--- src/design/gpd_pkg.sv ---
// Shared constants, codes and types of the 3x3 grid peak detector.
`timescale 1ns / 1ps
package gpd_pkg;

	// Defaults of the top-level parameters
	localparam int DEF_MAX_DIM     = 128;
	localparam int DEF_HEIGHT_BITS = 16;

	// Grid size after reset (clamped to MAX_DIM at the top level)
	localparam int DEF_GRID_DIM = 128;

	// Configuration port
	localparam int CFG_W     = 8;
	localparam int CFG_IDX_W = 1;
	localparam logic [CFG_IDX_W-1:0] REG_GRID_ROWS = 1'b0;
	localparam logic [CFG_IDX_W-1:0] REG_GRID_COLS = 1'b1;

	// Result field widths and saturation limits
	localparam int POS_W  = 7;
	localparam int CNT_W  = 13;
	localparam int DIST_W = 20;
	localparam logic [CNT_W-1:0]  CNT_MAX  = '1;
	localparam logic [DIST_W-1:0] DIST_MAX = '1;

	// Result kinds
	localparam logic KIND_PEAK    = 1'b0;
	localparam logic KIND_SUMMARY = 1'b1;

	// Result queue
	localparam int RES_DEPTH = 8;
	localparam int RES_PTR_W = $clog2(RES_DEPTH);
	localparam int RES_CNT_W = $clog2(RES_DEPTH + 1);

	// Per-item control that travels down the pipeline
	typedef struct packed {
		logic             test;       // window center is an interior cell
		logic             frame_end;  // last cell of the frame
		logic [POS_W-1:0] prow;       // row of the window center
		logic [POS_W-1:0] pcol;       // column of the window center
	} item_tag_t;

	// Frame summary fields apart from the height
	typedef struct packed {
		logic              found;
		logic [CNT_W-1:0]  count;
		logic [DIST_W-1:0] path_len;
		logic [POS_W-1:0]  row;
		logic [POS_W-1:0]  col;
	} summary_t;

endpackage

--- src/design/gpd_stats.sv ---
// Frame statistics: highest peak, peak count and saturating path length.
`timescale 1ns / 1ps
module gpd_stats
	import gpd_pkg::*;
#(
	parameter int HEIGHT_BITS = 16
) (
	input  logic                          clk,
	input  logic                          arst_n,
	input  logic                          clear,
	input  logic                          valid,
	input  logic                          peak,
	input  item_tag_t                     tag,
	input  logic signed [HEIGHT_BITS-1:0] center,
	output summary_t                      summary,
	output logic signed [HEIGHT_BITS-1:0] summary_height
);

	logic                          found_q;
	logic [POS_W-1:0]              best_row_q;
	logic [POS_W-1:0]              best_col_q;
	logic signed [HEIGHT_BITS-1:0] best_h_q;
	logic [CNT_W-1:0]              cnt_q;
	logic [DIST_W-1:0]             dist_q;
	logic                          have_prev_q;
	logic [POS_W-1:0]              prev_row_q;
	logic [POS_W-1:0]              prev_col_q;

	logic              take;
	logic              better;
	logic [POS_W-1:0]  dr;
	logic [POS_W-1:0]  dc;
	logic [DIST_W:0]   dsum;
	logic [DIST_W-1:0] dist_nxt;
	logic [CNT_W-1:0]  cnt_nxt;

	always_comb begin
		take   = valid && peak;
		better = take && (!found_q || (center > best_h_q));
		dr     = (tag.prow > prev_row_q) ? tag.prow - prev_row_q : prev_row_q - tag.prow;
		dc     = (tag.pcol > prev_col_q) ? tag.pcol - prev_col_q : prev_col_q - tag.pcol;
		dsum   = (DIST_W+1)'(dist_q) + (DIST_W+1)'(dr) + (DIST_W+1)'(dc);
		if (take && have_prev_q) begin
			dist_nxt = (dsum > (DIST_W+1)'(DIST_MAX)) ? DIST_MAX : dsum[DIST_W-1:0];
		end else begin
			dist_nxt = dist_q;
		end
		cnt_nxt = (take && (cnt_q != CNT_MAX)) ? cnt_q + 1'b1 : cnt_q;

		// summary reflects the item that closes the frame
		summary.found    = found_q || take;
		summary.count    = cnt_nxt;
		summary.path_len = dist_nxt;
		summary.row      = better ? tag.prow : best_row_q;
		summary.col      = better ? tag.pcol : best_col_q;
		summary_height   = better ? center : best_h_q;
	end

	always_ff @(posedge clk or negedge arst_n) begin
		if (!arst_n) begin
			found_q     <= 1'b0;
			best_row_q  <= '0;
			best_col_q  <= '0;
			best_h_q    <= '0;
			cnt_q       <= '0;
			dist_q      <= '0;
			have_prev_q <= 1'b0;
			prev_row_q  <= '0;
			prev_col_q  <= '0;
		end else if (clear || (valid && tag.frame_end)) begin
			found_q     <= 1'b0;
			best_row_q  <= '0;
			best_col_q  <= '0;
			best_h_q    <= '0;
			cnt_q       <= '0;
			dist_q      <= '0;
			have_prev_q <= 1'b0;
			prev_row_q  <= '0;
			prev_col_q  <= '0;
		end else if (take) begin
			found_q     <= 1'b1;
			best_row_q  <= summary.row;
			best_col_q  <= summary.col;
			best_h_q    <= summary_height;
			cnt_q       <= cnt_nxt;
			dist_q      <= dist_nxt;
			have_prev_q <= 1'b1;
			prev_row_q  <= tag.prow;
			prev_col_q  <= tag.pcol;
		end
	end

	a_first_peak_is_best: assert property (@(posedge clk) disable iff (!arst_n)
		(take && !found_q && !clear) |-> better)
		else $error("stats: first peak of frame not taken as best");

endmodule

--- config.mk ---
export PLATFORM = sky130hd
export DESIGN_NAME = gpd_stats
export DESIGN_NICKNAME = d
export VERILOG_FILES = /design/src/design/gpd_pkg.sv /design/src/design/gpd_stats.sv
export SDC_FILE = /design/constraint.sdc
export NUM_CORES = 1
export LEC_CHECK = 0
export ABC_CLOCK_PERIOD_IN_PS = 10600
export BUFFER_PORTS_ARGS = -buffer_cell sky130_fd_sc_hd__buf_2
export CAP_MARGIN = 5
export CORE_MARGIN = 1.5
export CORE_UTILIZATION = 50
export CTS_BUF_LIST = sky130_fd_sc_hd__clkbuf_4 sky130_fd_sc_hd__clkbuf_8
export CTS_CLUSTER_SIZE = 20
export DETAILED_ROUTE_END_ITERATION = 10
export HOLD_SLACK_MARGIN = 0.03
export PLACE_DENSITY = 0.72
export RECOVER_POWER = 25
export SYNTH_ARGS = -nofsm -noshare
export SYNTH_HDL_FRONTEND = slang
export SYNTH_SLANG_ARGS = --single-unit
export TNS_END_PERCENT = 1
--- constraint.sdc ---
create_clock -name clk -period 10.6 [get_ports clk]
set_input_delay 1.59 -clock clk [delete_from_list [all_inputs] [get_ports clk]]
set_output_delay 1.59 -clock clk [all_outputs]
set_load 0.05 [all_outputs]
; Word-level counts from Yosys, hierarchy flattened
; Index checks and enable logic that the tools add are counted.
[classes]
add_sub_neg = 7
n_eq_ne = 1
order_cmp = 4
n_mux = 24
n_reduce_logical = 10
[ops]
columns = operator, count
row1 = $mux W7, 12
row2 = $mux W20, 4
row3 = $mux W16, 3
row4 = $mux W13, 3
row5 = $sub A7 B7 Y7, 4
row6 = $add A20 B7 Y21, 1
row7 = $add A21 B7 Y21, 1
row8 = $gt A21 B20 Y1 const B, 1
row9 = $gt A16 B16 Y1, 1
row10 = $gt A7 B7 Y1, 2
row11 = $add A13 B1 Y13 const B, 1
row12 = $ne A13 B13 Y1 const B, 1
row13 = $logic_and A1 B1 Y1, 5
row14 = $logic_or A1 B1 Y1, 3
row15 = $mux W1, 2
row16 = $reduce_bool A2 Y1, 1
row17 = $logic_not A1 Y1, 1
[word_totals]
input_bits = 37
reg_bits = 78
out_inout_bits = 64
word_cells = 54

; Logic depth before layout (Yosys ltp)
; Gate-level depths: netlist of run 1.
[depth]
ltp_word = 9
mapped_depth = 21
depth_no_buf = 21

; Least setup slack after synthesis of run 1
; No wires, ideal clock.
[synth_path]
path_kind = input -> output
start = in tag[1] (netlist name)
end = out summary[26] (netlist name)
arrival_ns = 5.969
slack_ns = 3.041
stages = 16
required_time_ns = 9.010
path_cell_list = inv_1 -> ha_1 -> and3_1 -> a22o_1 -> a31oi_2 -> mux2_2 -> o221ai_1 -> xnor2_1 -> fa_1 -> inv_1 -> ha_1 -> or3_1 -> a211o_1 -> and4_1 -> and3_1 -> a21oi_1
[synth_lines]
columns = item, line
row1 = from (decl), gpd_stats.sv:13  ; input item_tag_t tag,
row2 = to (decl), gpd_stats.sv:15  ; output summary_t summary,

==> impl_metrics.tcl, run 1 <==
set metrics [dict create \
    vias 4515 \
    placed_area_um2 6220 \
    skew_ps 10.0 \
    worst_slack_ps 2790 \
    hold_violations 0 \
    path_cells "buf_2 > inv_1 > ha_1 > and3_1 > a22o_1 > a31oi_2 > mux2_2 > o221ai_1 > xnor2_1 > fa_1 > inv_1 > ha_1 > or3_1 > a211o_1 > and4_1 > nand4_1 > mux2_2 > buf_2" \
    grt_pass1_vias 4601 \
    tns_ps 0 \
    min_from "prev_col_q[6]$_DFFE_PN0P_" \
    area_growth_pct 14.4 \
    wl_um 12200 \
    multi_input_area_um2 3280 \
    first_iter_violations 161 \
    nets 795 \
    cts_tree "built" \
    worst_pin_slew_ps 4230 \
    worstPathMaxFanout 8 \
    port_buffers 99 \
    netlist_area_um2 5610 \
    r2r_end "dist_q[14]$_DFFE_PN0P_" \
    synth_common_cells "80 x inv_1, 78 x dfrtp_1, 66 x nand2_1, 57 x and2_1, 50 x ha_1" \
    crit_path_start_kind "input pin" \
    htreeDepth 3 \
    first_pass_iters 4 \
    globalplace.congestion 0.906 \
    path_clk_slew_ps 80 \
    worstSkewPairLatency_ps 360 \
    core_um2 10900 \
    p_per_area_nw_per_um2 135 \
    n_antenna_cell 0 \
    drive_above_1_share 0.203 \
    clock_path_buffers 2 \
    cts_root_buffer "clkbuf_8" \
    start_util 0.516 \
    crit_arrival_ps 6220 \
    slew_violations 79 \
    fin_crit_sh 0.736 \
    crit_family "compound AO/OA/AOI/OAI gates" \
    die_h_um 109 \
    syn_nets 700 \
    cts_buffers 9 \
    ys_seq_area_frac 0.348 \
    routed_via_density 5.37 \
    cap_violations 1 \
    yosys_most_used_dff "dfrtp_1" \
    final_antenna_net_count 0 \
    end_kind "output pin" \
    grt_overflow 0 \
    whs_path_depth 2 \
    slowest_delay_ps 490 \
    post-place-ws_ps 2850 \
    grt_usage 0.224 \
    antenna_found_initial 0 \
    num_rows 38 \
    rsz0062_at_grt "no" \
    status "finished with violations" \
    cp.required_ps 9010 \
    final_area_um2 6420 \
    ir_drop_v 0.0000688 \
    syn_inst 601 \
    fillCellCount 998 \
    ys_types 55 \
    cp_slowest_cell "fa_1" \
    crit_type "in -> out" \
    avgSynthCellArea_um2 9.34 \
    ff2ff_path_depth 17 \
    die_w_um 109 \
    yosysMostFrequentCell "inv_1" \
    synth_top_area_cell "dfrtp_1" \
    maxClockFrequency_mhz 128 \
    async_flop_share 1.00 \
    regArea_um2 1950 \
    grt_pass1_wl_um 20800 \
    critical_path.reg2reg.startpoint "prev_col_q[3]$_DFFE_PN0P_" \
    finalSetupViolCount 0 \
    relSlewSlack -1.82 \
    ff2ff_setup_slack_ps 5720 \
    violations "capacitance limit, slew limit" \
    die-area_um2 11900 \
    yosysWarnings 0 \
    cts_setup_buffers 0 \
    cts_resized 0 \
    ios 101 \
    yosys_register_bits 78 \
    place.detailed.hpwl_um 9000 \
    synth_edf_count 0 \
    cts_hold_buffers 0 \
    crit_buf_inv 4 \
    drcViolationCount 0 \
    hold_class "reg -> reg" \
    routedWlPerCell_um 14.5 \
    yosysTopAreaCellShare 0.348 \
    fin_crit_ps 7810 \
    ys_top_cells_by_area "dfrtp_1 35%, ha_1 11%, and2_1 6.4%" \
    p_leak_nw 3.38 \
    grt_start_max_net_pins 79 \
    hold_end "prev_col_q[6]$_DFFE_PN0P_" \
    cts_sinks 78 \
]
==> worst register-to-register path, stage by stage, from the launching register on <==
cell	delay, ps
dfrtp_1	410
ha_1	360
nand2_1	140
nor2_1	80
a22o_1	220
a31oi_2	420
mux2_2	410
o221ai_1	220
xnor2_1	130
fa_1	490
inv_1	50
ha_1	230
or3_1	430
a211o_1	330
and4_1	260
nand4_1	120
mux2_2	340
and2_1	140
==> through the flow <==
step	util	hold slack, ps	total power, mW	instances
after floorplan	-	501	0.563	601
after global placement	0.571	511	0.626	825
after detailed placement	0.571	523	0.632	825
after CTS	0.590	535	0.869	841
after global routing	0.590	567	0.923	841
final	0.590	531	0.864	841
==> power by group <==
group          internal (mW)  leakage (nW)  switching (mW)
Clock                  0.116        0.0987           0.120
Combinational          0.117          2.21           0.199
Sequential             0.306          1.08         0.00465
Total                  0.540          3.38           0.324
==> how the worst max path moves through the flow <==
stage,cells past startpoint,from,endpoint
final,18,tag[1],summary[28]
after global routing,19,tag[1],summary[26]
after detailed placement,18,tag[1],summary[28]
after CTS,18,tag[1],summary[28]
after global placement,18,tag[1],summary[28]
after floorplan,16,tag[1],summary[26]
==> layout make-up <==
cell class / count / area share
tap: 140 / 0.0273
inverter: 80 / 0.0468
clock buffer: 10 / 0.0214
multi-input combinational: 427 / 0.511
sequential: 78 / 0.304
clock inverter: 6 / 0.0111
timing repair buffer: 100 / 0.0781
==> registers in the layout, indices dropped and copies added (netlist names) <==
name         count
dist_q          20
best_h_q        16
prev_col_q       7
prev_row_q       7
cnt_q           13
best_col_q       7
best_row_q       7
have_prev_q      1
==> cell usage in the layout (no fill, tap or decap), types with 6 or more instances in the layout <==
cell / n
and2_1: 57
fa_1: 12
mux2i_1: 6
nand2_1: 66
dfrtp_1: 78
a21o_1: 10
a21oi_1: 42
xnor2_1: 21
clkbuf_8: 10
nor2_1: 13
o21ai_0: 8
mux2_2: 17
ha_1: 50
nand3_1: 16
mux2_1: 18
nand4_1: 9
xor2_1: 11
and3_1: 7
buf_2: 98
inv_1: 80
==> logic make-up after synthesis <==
logic type               count (synthesis)  share of synthesized area
flip-flops                              78                      0.348
adder cells (fa/ha/maj)                 62                      0.154
AND/OR/NAND/NOR                        191                      0.179
XOR/XNOR                                32                     0.0499
buffers and inverters                   96                     0.0695
multiplexers                            41                     0.0809
AO/OA/AOI/OAI                          101                      0.119
==> layer usage <==
| metal | part of all wire | GRT usage |
|---|---|---|
| met4 | 0.018 | 0.0855 |
| met2 | 0.49 | 0.386 |
| met5 | 0 | 0 |
| met1 | 0.44 | 0.276 |
| met3 | 0.052 | 0.0418 |
No activity file was read; power rests on OpenSTA's default activity.
==> run 2, diff against run 1 <==
- ABC_CLOCK_PERIOD_IN_PS: 10600 -> 6700
- PLACE_DENSITY: 0.72 -> 0.75
- clock period: 10.6 -> 6.7 ns (I/O delays scaled with it)
==> impl_metrics.tcl, run 2 (synthesis results as in run 1) <==
set metrics [dict create \
    rsz0062_at_grt "no" \
    cts_root_buffer "clkbuf_8" \
    clock_path_buffers 2 \
    num_rows 38 \
    ir_drop_v 0.000122 \
    largest_register_ffs 20 \
    ff2ff_setup_slack_ps 2050 \
    grt_overflow 0 \
    multi_input_area_um2 3280 \
    first_iter_violations 169 \
    grt_usage 0.227 \
    cts_hold_buffers 0 \
    status "finished with violations" \
    finalSetupViolCount 0 \
    port_buffers 99 \
    drive_above_1_share 0.203 \
    worstPathMaxFanout 6 \
    hold_class "reg -> reg" \
    final_area_um2 6460 \
    end_kind "output pin" \
    cts_buffers 9 \
    grt_pass1_vias 4657 \
    die-area_um2 11900 \
    crit_type "in -> out" \
    cts_setup_buffers 0 \
    place.detailed.hpwl_um 9320 \
    die_w_um 109 \
    slew_violations 79 \
    globalplace.congestion 0.893 \
    vias 4522 \
    tns_ps 0 \
    area_growth_pct 15.1 \
    top_regs "dist_q (20), best_h_q (16), cnt_q (13)" \
    p_per_area_nw_per_um2 221 \
    regArea_um2 1950 \
    die_h_um 109 \
    cap_violations 1 \
    layout.cells.non_filler 841 \
    routedWlPerCell_um 14.8 \
    path_cells "buf_2 > inv_1 > ha_1 > and3_1 > a22o_1 > a31oi_2 > mux2_2 > o221ai_1 > xnor2_1 > fa_1 > inv_1 > ha_1 > or3_1 > a211o_1 > and4_1 > nand4_1 > mux2_2 > buf_2" \
    path_clk_slew_ps 80 \
    worstSkewPairLatency_ps 350 \
    cts_tree "built" \
    drcViolationCount 0 \
    layout_common_cells "98 x buf_2, 80 x inv_1, 78 x dfrtp_1, 66 x nand2_1, 57 x and2_1" \
    maxClockFrequency_mhz 156 \
    n_antenna_cell 0 \
    fin_crit_ps 6410 \
    skew_ps 10.8 \
    cp_slowest_cell "fa_1" \
    final_common_cell "buf_2" \
    first_pass_iters 4 \
    start_util 0.516 \
    cp.required_ps 5690 \
    wl_um 12500 \
    p_leak_nw 3.41 \
    hold_violations 0 \
    top_register "dist_q" \
    relSlewSlack -1.82 \
    fin_crit_sh 0.957 \
    cts_sinks 78 \
    nets 796 \
    violations "capacitance limit, slew limit" \
    fillCellCount 919 \
    antenna_found_initial 0 \
    core_um2 10900 \
    placed_area_um2 6220 \
    slowest_delay_ps 490 \
    grt_pass1_wl_um 21100 \
    htreeDepth 3 \
    crit_arrival_ps 5410 \
    worst_pin_slew_ps 4230 \
    cts_resized 0 \
    grt_start_max_net_pins 79 \
    routed_via_density 5.38 \
    ios 101 \
    final_antenna_net_count 0 \
    crit_path_start_kind "input pin" \
    place_inst 826 \
]
==> run 2: final cells by class <==
| type | instances | share of cell area |
|---|---|---|
| multi-input cells | 427 | 0.508 |
| flip-flops and latches | 78 | 0.302 |
| clock buffers | 11 | 0.0225 |
| inverters | 80 | 0.0465 |
| clock inverters | 4 | 0.0147 |
| repair buffers | 101 | 0.0788 |
| well taps | 140 | 0.0271 |
==> run 2: through the flow <==
| stage | power [mW] | util | hold slack, ps | setup slack (ps) |
|---|---|---|---|---|
| after floorplan | 0.891 | - | 501 | 311 |
| after global placement | 0.994 | 0.572 | 512 | 398 |
| after detailed placement | 1.01 | 0.572 | 517 | 329 |
| after CTS | 1.44 | 0.594 | 527 | 315 |
| after global routing | 1.52 | 0.593 | 567 | 14.4 |
| final | 1.43 | 0.593 | 533 | 290 |
==> run 2: path summary, 6_finish.rpt <==
kind	from	to	cells past startpoint
max reg2reg	prev_col_q[3]$_DFFE_PN0P_	dist_q[14]$_DFFE_PN0P_	17
min	prev_row_q[6]$_DFFE_PN0P_	prev_row_q[6]$_DFFE_PN0P_	2
min in group asynchronous	arst_n	prev_col_q[4]$_DFFE_PN0P_	1
max	tag[1]	summary[28]	18
max in group asynchronous	arst_n	cnt_q[5]$_DFFE_PN0P_	1
min reg2reg	prev_row_q[6]$_DFFE_PN0P_	prev_row_q[6]$_DFFE_PN0P_	2
==> run 2: power by group <==
part,leakage (nW),internal [mW],switching (mW)
registers,1.08,0.485,0.00748
logic,2.22,0.187,0.319
clock network,0.123,0.259,0.173
==> run 2: critical path: cells and delay by family <==
| family | cells | cell delay [ps] |
|---|---|---|
| XOR/XNOR | 1 | 150 |
| AND/OR/NAND/NOR | 4 | 990 |
| buffers and inverters | 4 | 490 |
| AO/OA/AOI/OAI | 4 | 940 |
| adder cells (fa/ha/maj) | 3 | 1080 |
| multiplexers | 2 | 720 |
==> run 2: per-layer routing <==
layer	track usage	routed length [µm]	vias to the layer above
li1	-	-	2214
met4	0.0865	261	0
met5	0	0	-
met1	0.279	5380	2155
met3	0.0574	800	26
met2	0.383	6020	127
==> run 3, diff against run 2 <==
- ABC_CLOCK_PERIOD_IN_PS: 6700 -> 6100
- PLACE_DENSITY: 0.75 -> 0.72
- SETUP_SLACK_MARGIN: not set -> 0.15
- clock period: 6.7 -> 6.1 ns (I/O delays scaled with it)
==> impl_metrics.tcl, run 3 (synthesis results as in run 1) <==
set metrics [dict create \
    status "finished with violations" \
    violations "capacitance limit, slew limit" \
    cts_sinks 78 \
    skew_ps 10.9 \
    grt_pass1_wl_um 21500 \
    layout_common_cells "84 x buf_2, 78 x inv_1, 78 x dfrtp_1, 61 x nand2_1, 57 x and2_1" \
    cts_buffers 9 \
    top_register "dist_q" \
    die-area_um2 11900 \
    switching_share 0.365 \
    routed_via_density 5.39 \
    final_antenna_net_count 0 \
    crit_arrival_ps 4980 \
    relSlewSlack -1.81 \
    intPower_mw 1.06 \
    p_leak_nw 3.55 \
    grt_overflow 0 \
    grt_start_max_net_pins 79 \
    worstSkewPairLatency_ps 390 \
    tns_ps 0 \
    nets 822 \
    p_comb_frac 0.389 \
    final_util 0.639 \
    num_rows 38 \
    worstPathMaxFanout 4 \
    ff2ff_path_depth 17 \
    drcViolationCount 0 \
    largest_register_ffs 20 \
    clock_path_buffers 2 \
    fin_crit_sh 0.966 \
    drive_above_1_share 0.284 \
    cap_violations 1 \
    die_w_um 109 \
    layout.cells.non_filler 868 \
    place_inst 842 \
    fillCellCount 892 \
    crit_path_start_kind "input pin" \
    first_pass_iters 4 \
    top_regs "dist_q (20), best_h_q (16), cnt_q (13)" \
    worst_pin_slew_ps 4220 \
    whs_path_depth 2 \
    cts_tree "built" \
    antenna_found_initial 0 \
    grt_pass1_vias 4694 \
    rsz0062_at_grt "yes" \
    whs_ps 527 \
    p_per_area_nw_per_um2 239 \
    routedWlPerCell_um 15.6 \
    grt_usage 0.235 \
    hold_violations 0 \
    globalplace.congestion 0.910 \
    finalSetupViolCount 0 \
    ir_drop_v 0.000189 \
    cp.required_ps 5180 \
    fin_crit_ps 5890 \
    die_h_um 109 \
    worst_slack_ps 209 \
    htreeDepth 3 \
    first_iter_violations 164 \
    path_clk_slew_ps 80 \
    place.detailed.hpwl_um 9490 \
    ios 101 \
    pwr-share-clk 0.286 \
    post-place-ws_ps -54.8 \
    start_util 0.516 \
    wl_um 13500 \
    final_common_cell "buf_2" \
    area_growth_pct 23.9 \
    n_antenna_cell 0 \
    slew_violations 79 \
    vias 4676 \
    core_um2 10900 \
    p_switching_mw 0.607 \
    port_buffers 99 \
    cts_hold_buffers 0 \
    crit_type "in -> out" \
    maxClockFrequency_mhz 170 \
    hold_class "reg -> reg" \
    seqPwrFrac 0.325 \
    end_kind "output pin" \
    cts_root_buffer "clkbuf_8" \
]
[run 3: changes by cell type in the layout (fill, tap and decap cells not counted), moves of 4 or more]
cell / previous run / this run
ha_4: 0 / 5
mux2i_1: 6 / 2
mux2_4: 0 / 4
buf_6: 0 / 4
nand2_1: 66 / 61
mux2_2: 17 / 13
clkbuf_4: 1 / 5
ha_1: 50 / 42
buf_2: 98 / 84
nand2_2: 0 / 4
buf_4: 2 / 32
[run 3: per-stage QoR]
stage	area, µm²	total power, mW
global route	6950	1.76
finish	6950	1.67
global placement	6350	1.11
detailed placement	6350	1.12
CTS	6620	1.61
floorplan	5620	0.979
[run 3: routing by layer]
metal / GRT usage / up-vias / routed length (µm) / share of wire
met2: 0.420 / 124 / 6830 / 0.50
met5: 0 / - / 0 / 0
met4: 0.0808 / 0 / 427 / 0.032
met1: 0.277 / 2261 / 5620 / 0.42
li1: - / 2256 / - / -
met3: 0.0526 / 35 / 664 / 0.049
[run 3: worst paths after layout]
check	start	slack, ps	to
min	prev_col_q[6]$_DFFE_PN0P_	530	prev_col_q[6]$_DFFE_PN0P_
max reg2reg	prev_row_q[1]$_DFFE_PN0P_	1600	dist_q[17]$_DFFE_PN0P_
min in group asynchronous	arst_n	2000	best_row_q[2]$_DFFE_PN0P_
max	tag[2]	210	summary[31]
min reg2reg	prev_col_q[6]$_DFFE_PN0P_	530	prev_col_q[6]$_DFFE_PN0P_
max in group asynchronous	arst_n	1720	dist_q[12]$_DFFE_PN0P_
[run 3: power by group through the flow]
stage / Sequential [mW] / Clock, mW / Combinational (mW)
CTS: 0.541 / 0.484 / 0.584
finish: 0.541 / 0.476 / 0.648
global placement: 0.550 / 0 / 0.562
global route: 0.543 / 0.502 / 0.713
floorplan: 0.548 / 0 / 0.431
detailed placement: 0.551 / 0 / 0.574
[run 3: final cells by class]
class                      count  area, µm²  share of cell area
tap                          140        175              0.0252
timing repair buffer         126        747               0.107
clock buffer                  12        165              0.0237
multi-input combinational    428       3540               0.509
sequential                    78       1950               0.281
clock inverter                 4       76.3              0.0110
inverter                      80        300              0.0432
[run 3: worst max-delay path: stages]
cell and delay, ps:
buf_2 100, buf_4 130, ha_1 220, a21oi_2 190, inv_1 70, o21ai_2 230, a31oi_4 150, buf_4 160
buf_4 130, mux2i_2 170, fa_1 490, inv_1 40, ha_1 230, fa_2 360, a21o_1 170, a21oi_2 220
nor2_1 100, o21ai_1 240, nor3_1 120, xnor2_1 240, nand2_1 70, buf_2 210
[run 3: timing repair]
item,CTS,global route
hold endpoints to repair,0,0
setup buffers,0,9
gates cloned,0,1
gates resized for setup,11,61
pin swaps,1,16
endpoints found under the setup margin,17,20
